--- src/sv/hsi_pkg.sv ---
// Package for the hash set block: sizes, beat types and the bucket row layout.
// Depends on nothing; every other file of the block imports it.
`timescale 1ns / 1ps

package hsi_pkg;

  // The bucket count must stay a power of two so that the bucket index is
  // simply the low bits of the key.
  localparam int NUM_BUCKETS = 16384;
  localparam int WAYS        = 4;
  localparam int KEY_W       = 31;
  localparam int BKT_W       = $clog2(NUM_BUCKETS);
  localparam int WAY_W       = (WAYS > 1) ? $clog2(WAYS) : 1;
  localparam int FILL_W      = $clog2(WAYS + 1);

  localparam logic REQ_INSERT = 1'b0;
  localparam logic REQ_QUERY  = 1'b1;

  typedef struct packed {
    logic             req_type;
    logic [KEY_W-1:0] key;
  } in_item_t;

  typedef struct packed {
    logic found;
    logic bucket_full;
  } res_item_t;

  // One memory row holds a whole bucket: its fill count and all of its slots.
  typedef struct packed {
    logic [FILL_W-1:0]           fill;
    logic [WAYS-1:0][KEY_W-1:0] keys;
  } bucket_row_t;

  typedef struct packed {
    logic done;
    logic hit;
  } scan_stat_t;

  function automatic logic [BKT_W-1:0] bucket_of(input logic [KEY_W-1:0] key);
    return key[BKT_W-1:0];
  endfunction

endpackage

--- src/sv/hsi_scan.sv ---
// Slot scanner: one shared key comparator stepped over the filled slots of a row.
// Depends on hsi_pkg for the row type and the status struct.
`timescale 1ns / 1ps

module hsi_scan
  import hsi_pkg::*;
(
  input  logic              clk,
  input  logic              rst_n,
  input  logic              start,
  input  logic [KEY_W-1:0]  key,
  input  bucket_row_t       row,
  output scan_stat_t        stat
);

  logic             busy_r, busy_nxt;
  logic [WAY_W-1:0] way_r, way_nxt;
  logic             match;
  logic             last;

  // The single comparator of the block.
  assign match = (row.keys[way_r] == key);
  assign last  = ((FILL_W'(way_r) + FILL_W'(1)) == row.fill);

  always_comb begin
    busy_nxt  = busy_r;
    way_nxt   = way_r;
    stat.done = 1'b0;
    stat.hit  = 1'b0;
    if (start) begin
      busy_nxt = 1'b1;
      way_nxt  = '0;
    end else if (busy_r) begin
      if (match || last) begin
        stat.done = 1'b1;
        stat.hit  = match;
        busy_nxt  = 1'b0;
      end else begin
        way_nxt = way_r + WAY_W'(1);
      end
    end
  end

  always_ff @(posedge clk) begin
    if (!rst_n) begin
      busy_r <= 1'b0;
      way_r  <= '0;
    end else begin
      busy_r <= busy_nxt;
      way_r  <= way_nxt;
    end
  end

endmodule

--- config.mk ---
export PLATFORM = sky130hd
export DESIGN_NAME = hsi_scan
export DESIGN_NICKNAME = d
export VERILOG_FILES = /design/src/sv/hsi_pkg.sv /design/src/sv/hsi_scan.sv
export SDC_FILE = /design/constraint.sdc
export NUM_CORES = 1
export LEC_CHECK = 0
export ABC_AREA = 1
export BUFFER_PORTS_ARGS = -buffer_cell sky130_fd_sc_hd__buf_2
export CORE_MARGIN = 5
export CORE_UTILIZATION = 42
export CTS_BUF_LIST = sky130_fd_sc_hd__clkbuf_4 sky130_fd_sc_hd__clkbuf_8
export CTS_CLUSTER_SIZE = 30
export DETAILED_ROUTE_END_ITERATION = 16
export PLACE_DENSITY = 0.93
export SLEW_MARGIN = 20
export SYNTH_ARGS = -nofsm -noshare
export SYNTH_HDL_FRONTEND = slang
export SYNTH_SLANG_ARGS = --single-unit
--- constraint.sdc ---
create_clock -name clk -period 4.1 [get_ports clk]
set_clock_uncertainty 0.15 [all_clocks]
set_input_delay 0.615 -clock clk [delete_from_list [all_inputs] [get_ports clk]]
set_output_delay 0.615 -clock clk [all_outputs]
set_load 0.01 [all_outputs]
---- Yosys cells after proc, flatten, opt, wreduce, memory -nomap -nowiden ----
Index checks and enable logic that the tools add are counted.
cells by class
  add/subtract/negate cells ............... 2
  $lt $le $gt $ge ......................... 1
  equality and inequality tests ........... 2
  mux-type cells .......................... 8
  bitwise gates (word level) .............. 2
  reduce and logical (&&, ||, !) cells .... 3
operators by type and width
  operator                                             number
  binary-select mux 31 bit (select 2 bit)              1
  == test 31 bit                                       1
  two-way mux 31 bit                                   1
  two-way mux 2 bit                                    3
  adder 2 x 1 -> 3 bit (second input constant)         1
  == test 3 bit                                        1
  < comparator 2 x 3 -> 1 bit (second input constant)  1
  two-way mux 1 bit                                    3
  adder 2 x 1 -> 2 bit (second input constant)         1
  NOT 1 bit                                            2
  AND reduction 2 bit                                  1
  OR reduction 2 bit                                   1
  logical OR 1 bit                                     1
storage, ports and cells
  flip-flop bits (word level) ............. 3
  bits of input ports ..................... 161
  output and inout bits ................... 2
  logic and storage cells ................. 20

---- Depth between registers and ports, before layout ----
Gate-level depths: netlist of the first run.
  depth in word-level cells ............... 7
  gate-level depth with buffers ........... 16
  depth with buffers taken out ............ 16

---- Worst setup path after synthesis of the first run ----
OpenSTA, ideal clock, no wires.
  kind .................................... register -> output
  start point ............................. register way_r[0]
  end point ............................... output port stat[0] (netlist bit)
  data arrival time ....................... 1.574 ns
  required time ........................... 3.335 ns
  path slack .............................. 1.761 ns
  stages on the path, launching flop included .. 12
  buffers on the path ..................... 2
  path through ............................ dfxtp_1 > buf_6 > buf_4 > nand2_1 > nand3_1 > nand2_1 > xnor2_1 > nor2_1 > nand2_1 > nor2_1 > nand2_2 > nor3_1
RTL lines
  item                    RTL line        RTL
  start, declared         hsi_scan.sv:17  logic [WAY_W-1:0] way_r, way_nxt;
  start signal, assigned  hsi_scan.sv:50  way_r <= way_nxt;
  end, declared           hsi_scan.sv:13  output scan_stat_t stat

==> results of run 1 <==
[where the power goes]
part           total, mW  internal [mW]  switching (mW)
Clock             0.0945         0.0731          0.0215
Combinational      0.245          0.115           0.129
Sequential        0.0338         0.0312         0.00267
[flip-flops by register name (all words and copies together) (netlist names)]
name	cells
way_r	2
busy_r	1
[through the flow]
stage | hold slack (ns) | util, % | instances | total power, mW | area [um2]
2_1_floorplan | 0.349 | - | 405 | 0.178 | 1830
3_5_place_dp | 0.394 | 60.5 | 604 | 0.278 | 2600
5_1_grt | 0.425 | 61.6 | 608 | 0.414 | 2650
4_1_cts | 0.399 | 61.6 | 608 | 0.375 | 2650
3_3_place_gp | 0.367 | 60.5 | 604 | 0.271 | 2600
6_report | 0.394 | 61.6 | 608 | 0.373 | 2650
[metal layers]
metal,track usage [%],vias to the layer above,wire [um]
met5,0,-,0
met4,4.63,0,68
met3,4.27,7,520
met2,42.0,120,3610
met1,25.8,1274,2880
li1,-,1579,-
[worst max-delay path: cells and delay by family, from the launching register on]
kind	cells	cell delay (ns)
compound gates	1	0.18
buf+inv	3	0.85
flops	1	0.31
simple gates	9	0.83
[kinds of logic after synthesis]
kind of cell,Yosys count,share of synthesized area (%)
compound gates,2,0.959
fa+ha+maj,1,0.685
xor+xnor,4,1.92
flops,3,3.29
simple gates,343,78.9
buf+inv,52,14.2
[cells in the mapped netlist, drive strengths merged]
cell and n:
xor2 1, buf 19, dfxtp 3, xnor2 3, nor3 1, nand4 2, nand3b 6, a211oi 1
a21oi 1, nand2 227, nand3 94, ha 1, inv 33, nor2 13
[worst paths after layout]
| kind | slack, ns | startpoint | end | cells after the start |
|---|---|---|---|---|
| max reg2reg | 1.75 | way_r[0]$_SDFFE_PP0P_ | way_r[1]$_SDFFE_PP0P_ | 15 |
| min | 0.39 | busy_r$_SDFF_PN0_ | busy_r$_SDFF_PN0_ | 2 |
| min reg2reg | 0.39 | busy_r$_SDFF_PN0_ | busy_r$_SDFF_PN0_ | 2 |
| max | 0.94 | way_r[0]$_SDFFE_PP0P_ | stat[1] | 13 |
[area by class of cell]
| class | count | area, um2 |
|---|---|---|
| flip-flops and latches | 3 | 61.3 |
| inverters | 33 | 124 |
| fillers | 416 | 1650 |
| repair buffers | 166 | 841 |
| multi-input cells | 350 | 1510 |
| clock buffers | 4 | 48.8 |
| well taps | 52 | 65.1 |
==> results by group, run 1 <==
Synth
  – Number of synthesized register bits: 3
  – Ranking of synthesized cells by area: nand2_1 46%, nand3_1 25%, inv_1 6.4%
  – Cell count after synthesis: between 400 and 500
  – Area leader, netlist: nand2_1
  – Post-synth top area share: 46.4%
  – Post-Syn Nets: 567
  – Average size of a mapped cell: 4.51 um2
  – Cell Area, Synth: 1830 um2
  – Synth unique cells: 19
  – Yosys warns: 0
  – Sequential area share after synthesis: 3.29%

Clocking
  – Resized cells post-CTS: 0
  – Setup bufs post-CTS: 0
  – Clk pin slew, worst setup/hold paths: 0.03 ns
  – Hold Buf Count CTS: 0
  – CTS tree: yes
  – Clk_lat worst skew: 0.22 ns
  – CTS Buf Count: 3
  – Clock buffer depth: 2
  – H-tree Lvls: 1
  – CTS Root Cell: clkbuf_8
  – Clock sink count: 3

Place
  – Post-place setup slack: approximately 1.2 ns
  – GPL Wtd Cong: roughly 0.84
  – Post-DP HPWL: just under 6000 um
  – Number of I/O port buffers: 162

STA
  – RSZ-0062 raised after global routing: no
  – Sum of negative setup slack: 0 ns
  – Fin crit share: 77.1%
  – Worst slew pin tran: 0.613 ns
  – Hold Violations, Final: 0
  – Fin. max-slew vios: 0
  – Final Critical Period: 3.16 ns
  – Final worst slack: 0.937 ns
  – Max_slew headroom: 59.1%
  – Fmax: between 300 and 400 MHz
  – Final number of setup-violating endpoints: 0

Detailed routing
  – WL final: 7080 um
  – Avg WL per Cell: approximately 12 um
  – DR DRC count: 0
  – ANT nets after route: 0
  – Via count: 2980
  – First drt pass iteration count: 5
  – Vias per cell: a little under 5
  – Iteration-0 DRC count of the detailed router: around 120

Worst setup path
  – CP max stage delay: about 0.36 ns
  – Critical Path End Type: output port
  – Worst path arrival time: roughly 2.4 ns
  – CP startpoint kind: flop
  – CP cell instances: inv_2, buf_4, nand2_1, nand3_1, nand3_1, nand2_1, nand2_1, nor2_1, nand2_1, nor2_1, nand2_2, a211oi_2, buf_2
  – WS Path Type: reg -> out
  – Crit path required time: 3.34 ns
  – Crit-path slowest cell: buf_4
  – Most frequent CP cell: nand2_1
  – Crit-path max FO: 30

Final layout
  – N_diodes: 0
  – Area growth, synth to finish: 44.9%
  – Final nets: 719
  – Most common cell after layout, fill and taps aside: nand2_1
  – Share of cells above drive strength 1: about a third
  – Most frequent cells in the layout: 226 x nand2_1, 162 x buf_2, 93 x nand3_1

Die
  – Core area: 4290 um2
  – Initial core utilization: 42.5%
  – Die height: 76.0 um
  – # IOs: 163
  – Die ar.: approximately 5800 um2
  – Rows: 24
  – DIE WIDTH: approximately 76 um

Power
  – Peak supply drop: 0.172 mV
  – Pleak: 1.71 nW
  – Power Density: approximately 140 nW/um2

Global route
  – Largest net degree at the start of global routing: 66
  – Number of global-route vias before repair: 2734
  – Grt total ovfl: 0
  – First-pass GRT wire length: between 10000 and 15000 um
  – Tot GR Track Use: between 20 and 25%
  – Initial antenna violation count: 0

Outcome
  – Outcome: complete, no violations

Run
  – Max-cap violations: 0

Min path
  – Worst Hold Class: reg -> reg
No activity file was read; power rests on OpenSTA's default activity.
==> run 2, diff against run 1 <==
- CORE_UTILIZATION: 42 -> 36
- PLACE_DENSITY: 0.93 -> 0.85
- clock period: 4.1 -> 2.8 ns (I/O delays scaled with it)
==> results by group, run 2 (synthesis gave the netlist of run 1 again) <==
Outcome
  – Outcome: complete, no violations

Clocking
  – Clock sink count: 3
  – Clk_lat worst skew: around 0.23 ns
  – H-tree Lvls: 1
  – Clk pin slew, worst setup/hold paths: roughly 0.040 ns
  – Hold Buf Count CTS: 0
  – CTS tree: yes
  – Clock buffer depth: 2
  – CTS Root Cell: clkbuf_8
  – CTS Buf Count: 3

Min path
  – Hold Startpoint: rst_n
  – Worst Hold Class: in -> reg
  – Hold EP: busy_r$_SDFF_PN0_
  – Hold Crit Depth: 3

Die
  – DIE WIDTH: 81.2 um
  – # IOs: 163
  – Core area: about 5000 um2
  – Initial core utilization: 36.5%
  – Rows: 26
  – Die ar.: around 6600 um2
  – Die height: between 80 and 90 um

Detailed routing
  – WL final: 7700 um
  – First drt pass iteration count: 4
  – ANT nets after route: 0
  – Avg WL per Cell: 12.2 um
  – Vias per cell: 4.92
  – Via count: approximately 3100
  – DR DRC count: 0
  – Iteration-0 DRC count of the detailed router: 159

Worst setup path
  – WS Path Type: reg -> out
  – Worst path arrival time: 2.12 ns
  – Critical Path End Type: output port
  – CP startpoint kind: flop
  – Launch point of the worst reg-to-reg path: way_r[0]$_SDFFE_PP0P_
  – RR Endpoint: way_r[0]$_SDFFE_PP0P_
  – Worst Reg-to-Reg Cells: 15
  – Crit path required time: 2.23 ns
  – R2R Setup Slk: roughly 0.63 ns
  – Crit-path max FO: 34

STA
  – Fmax: around 370 MHz
  – Final worst slack: between 0.1 and 0.15 ns
  – Fin crit share: 96.0%
  – Max_slew headroom: a little under nine tenths
  – Final number of setup-violating endpoints: 0
  – RSZ-0062 raised after global routing: yes
  – Hold Violations, Final: 0
  – Fin. max-slew vios: 0
  – Worst slew pin tran: 0.210 ns
  – Final Critical Period: 2.69 ns

Place
  – Number of I/O port buffers: 162
  – Placed cell area: approximately 2700 um2
  – Post-DP HPWL: 6100 um
  – Post-place setup slack: 0.210 ns
  – GPL Wtd Cong: ~0.85

Final layout
  – Share of cells above drive strength 1: 32.8%
  – Largest Register: way_r
  – Max FFs per register: 2
  – Most frequent cells in the layout: 226 x nand2_1, 162 x buf_2, 92 x nand3_1
  – Reg area: 65.1 um2
  – Fin util: 56.2%
  – Area growth, synth to finish: 54.2%
  – Fill count: 533
  – Final nets: between 700 and 800
  – Top flop regs: way_r (2), busy_r (1)
  – Fin area: 2820 um2
  – Most common cell after layout, fill and taps aside: nand2_1
  – Area of the multi-input gates: ~1500 um2

Global route
  – Initial antenna violation count: 0
  – Grt total ovfl: 0
  – Largest net degree at the start of global routing: 35
  – Number of global-route vias before repair: 2794
  – Tot GR Track Use: 21.5%
  – First-pass GRT wire length: 11400 um

Power
  – Tot Pwr: 577 uW
  – Peak supply drop: ~0.22 mV
  – Power Density: 205 nW/um2
  – Pleak: about 1.8 nW

Run
  – Max-cap violations: 0
run 2: changes by cell type in the layout (fill, tap and decap cells not counted), moves of 2 or more:
cell and delta:
buf_4 -2, inv_8 +2, inv_2 -2, buf_12 +4, buf_8 +2
run 2: area by class of cell:
| cell class | instances | share of cell area (%) |
|---|---|---|
| Clock buffer | 4 | 1.73 |
| Timing Repair Buffer | 171 | 34.1 |
| Inverter | 33 | 4.93 |
| Sequential cell | 3 | 2.31 |
| Antenna cell | 1 | 0.0888 |
| Tap cell | 70 | 3.11 |
| Multi-Input combinational cell | 350 | 53.7 |
run 2: timing repair:
item                       4_1_cts  5_1_grt
setup endpoints to repair        1        2
cloned                           0        1
setup buffers                    0        2
resized for setup                4       13
pin swaps                        0        3
run 2: report_power, final:
part	internal [mW]	switching [mW]
clock	0.108	0.0413
sequential	0.0451	0.00436
combinational	0.183	0.195
total	0.336	0.241
run 2: stage by stage:
step | setup TNS [ns] | hold slack, ns | instances
after CTS | 0 | 0.325 | 628
after floorplan | 0 | 0.349 | 405
after global placement | 0 | 0.368 | 624
after global routing | -0.0755 | 0.337 | 631
final | 0 | 0.328 | 632
after detailed placement | 0 | 0.377 | 624
run 2: how the worst max path moves through the flow:
stage,startpoint,end,slack (ns),cells after the start
after floorplan,way_r[0]$_SDFFE_PP0P_,stat[0],0.66,11
after CTS,way_r[0]$_SDFFE_PP0P_,stat[1],0.01,14
final,way_r[0]$_SDFFE_PP0P_,stat[1],0.11,12
after global placement,way_r[0]$_SDFFE_PP0P_,stat[1],0.31,13
after detailed placement,way_r[0]$_SDFFE_PP0P_,stat[1],0.21,13
after global routing,way_r[0]$_SDFFE_PP0P_,stat[1],-0.05,12
run 2: layer usage:
layer | share of wire, % | global-route usage, % | vias to the layer above
met1 | 40 | 24.4 | 1388
met3 | 8.9 | 4.55 | 8
li1 | - | - | 1592
met5 | 0 | 0 | -
met2 | 50 | 39.7 | 121
met4 | 0.88 | 6.59 | 0
run 2: worst max-delay path, cell delays in order, from the launching register on:
cell,delay [ns]
dfxtp_4,0.39
buf_8,0.22
nand2_1,0.07
nand3_1,0.13
nand3_1,0.09
nand2_1,0.09
nand3_1,0.08
nor2_1,0.12
nand2_1,0.08
nor2_1,0.12
nand2_2,0.12
a211oi_2,0.20
buf_2,0.16
==> run 3, diff against run 2 <==
- REMOVE_ABC_BUFFERS: unset -> 1
==> results by group, run 3 (synthesis gave the netlist of run 1 again) <==
Final layout
  – Largest Register: way_r
  – N_diodes: 0
  – Final nets: 720
  – Most common cell after layout, fill and taps aside: nand2_1
  – Area growth, synth to finish: 49.7%
  – Finished Layout Cells: 627
  – Fin util: 54.6%
  – Most frequent cells in the layout: 226 x nand2_1, 162 x buf_2, 93 x nand3_1
  – Share of cells above drive strength 1: about a third
  – Fin area: 2730 um2
  – Top flop regs: way_r (2), busy_r (1)
  – Fill count: 531
  – Max FFs per register: 2

Worst setup path
  – Crit path required time: around 2.2 ns
  – Critical Path End Type: output port
  – Crit-path max FO: 46
  – WP buf/inv: 4
  – Crit. Startpoint: way_r[0]$_SDFFE_PP0P_
  – Worst Reg-to-Reg Cells: 17
  – Delay-heaviest family, CP: simple AND/OR/NAND/NOR gates
  – CP startpoint kind: flop
  – Launch point of the worst reg-to-reg path: way_r[0]$_SDFFE_PP0P_
  – Worst path arrival time: 2.00 ns
  – R2R Setup Slk: 0.86 ns
  – WS Path Type: reg -> out
  – Most frequent CP cell: nand2_1
  – Crit-path slowest cell: dfxtp_2
  – CP cell instances: inv_2, buf_12, nand2_1, nand3_1, nand2_1, nand2_1, nand2_1, inv_1, nand2_1, nor2_1, nand2_1, nor2_2, nand2_2, a211oi_2, buf_2
  – RR Endpoint: way_r[0]$_SDFFE_PP0P_
  – CP max stage delay: 0.34 ns

Global route
  – Number of global-route vias before repair: 2686
  – First-pass GRT wire length: 10400 um
  – Initial antenna violation count: 0
  – Tot GR Track Use: 19.0%
  – Largest net degree at the start of global routing: 47
  – Grt total ovfl: 0

Place
  – DP Cell Count: around 620
  – Post-place setup slack: 0.216 ns
  – Placed cell area: ~2700 um2
  – Number of I/O port buffers: roughly 160
  – GPL Wtd Cong: 0.757
  – Post-DP HPWL: 5370 um

Detailed routing
  – DR DRC count: 0
  – ANT nets after route: 0
  – Vias per cell: 4.71
  – Metal3 WL: 643 um
  – WL final: ~6500 um
  – Top sig layer: met4
  – Avg WL per Cell: slightly above 10 um
  – Via count: 2953
  – Met2 WL: 3260 um
  – Iteration-0 DRC count of the detailed router: 68
  – Metal-1 WL: 2460 um
  – First drt pass iteration count: 4

Power
  – Share of power burned in registers: 9.1%
  – Cell internal pwr: 328 uW
  – Comb power frac: 66.1%
  – Net Sw Power: around 210 uW
  – Peak supply drop: approximately 0.14 mV
  – Power Density: 197 nW/um2
  – Switching part of the total: 39.1%
  – Pleak: 1.73 nW
  – Clock power share: between 20% and 30%

STA
  – Fmax: around 390 MHz
  – Hold Violations, Final: 0
  – Worst slew pin tran: 0.242 ns
  – Fin. max-slew vios: 0
  – Sum of negative setup slack: 0 ns
  – Max_slew headroom: 83.8%
  – Final worst slack: around 0.23 ns
  – Final number of setup-violating endpoints: 0
  – Final Critical Period: 2.57 ns
  – Fin crit share: 91.6%
  – RSZ-0062 raised after global routing: no

Die
  – Core area: 5010 um2
  – # IOs: 163
  – Initial core utilization: 36.5%
  – DIE WIDTH: about 81 um
  – Die ar.: between 6000 and 7000 um2
  – Rows: 26
  – Die height: 81.2 um

Clocking
  – CTS Buf Count: 3
  – Clk_lat worst skew: 0.21 ns
  – H-tree Lvls: 1
  – Clk pin slew, worst setup/hold paths: 0.03 ns
  – CTS tree: yes
  – CTS Root Cell: clkbuf_8
  – Clock buffer depth: 2
  – Clock sink count: 3

Min path
  – Hold Crit Depth: 3
  – Hold EP: busy_r$_SDFF_PN0_
  – Worst Hold Class: in -> reg
  – Hold Startpoint: rst_n

Outcome
  – Outcome: complete, no violations

Run
  – Max-cap violations: 0
==> run 3: cell types whose count changed in the layout (fill, tap and decap cells not counted), sizes merged <==
cell	delta
diode	-1
buf	-3
clkbuf	-1
==> run 3: metrics by stage <==
stage / power, mW / hold slack (ns)
after global placement: 0.392 / 0.367
after CTS: 0.541 / 0.312
final: 0.539 / 0.317
after floorplan: 0.246 / 0.349
after global routing: 0.604 / 0.336
after detailed placement: 0.403 / 0.391
==> run 3: cell type report <==
type | instances | area [um2] | share of cell area (%)
clock buffers | 4 | 48.8 | 1.78
well taps | 70 | 87.6 | 3.20
repair buffers | 167 | 890 | 32.5
inverters | 33 | 129 | 4.71
multi-input cells | 350 | 1520 | 55.5
flip-flops and latches | 3 | 62.6 | 2.29
==> run 3: power groups by stage <==
| stage | Sequential [mW] | Combinational, mW | Clock (mW) |
|---|---|---|---|
| after floorplan | 0.0592 | 0.186 | 0 |
| after global placement | 0.0487 | 0.343 | 0 |
| after detailed placement | 0.0489 | 0.354 | 0 |
| after CTS | 0.0485 | 0.356 | 0.137 |
| after global routing | 0.0497 | 0.411 | 0.143 |
| final | 0.0493 | 0.356 | 0.133 |
==> run 3: tightest hold or removal path, stage by stage <==
cell,delay [ns]
buf_2,0.09
inv_1,0.06
a21oi_1,0.05
==> run 3: worst max-delay path by stage <==
stage,depth (start not counted),endpoint,slack (ns)
2_1_floorplan,12,stat[0],-0.88
3_3_place_gp,12,stat[1],0.27
3_5_place_dp,12,stat[1],0.22
4_1_cts,12,stat[1],0.03
5_1_grt,14,stat[0],0.01
6_report,15,stat[1],0.23
==> run 3: routing by layer <==
layer	track usage, %	vias to the layer above
li1	-	1584
met1	19.2	1231
met2	39.4	126
met3	2.44	12
met4	5.74	0
met5	0	-
==> run 3: repair_timing <==
action	CTS	global route
buffers inserted	0	0
pin swaps	0	0
endpoints found under the hold margin	0	0
hold buffers	0	0
resized for setup	1	10
cloned	0	0
setup endpoints to repair	1	2
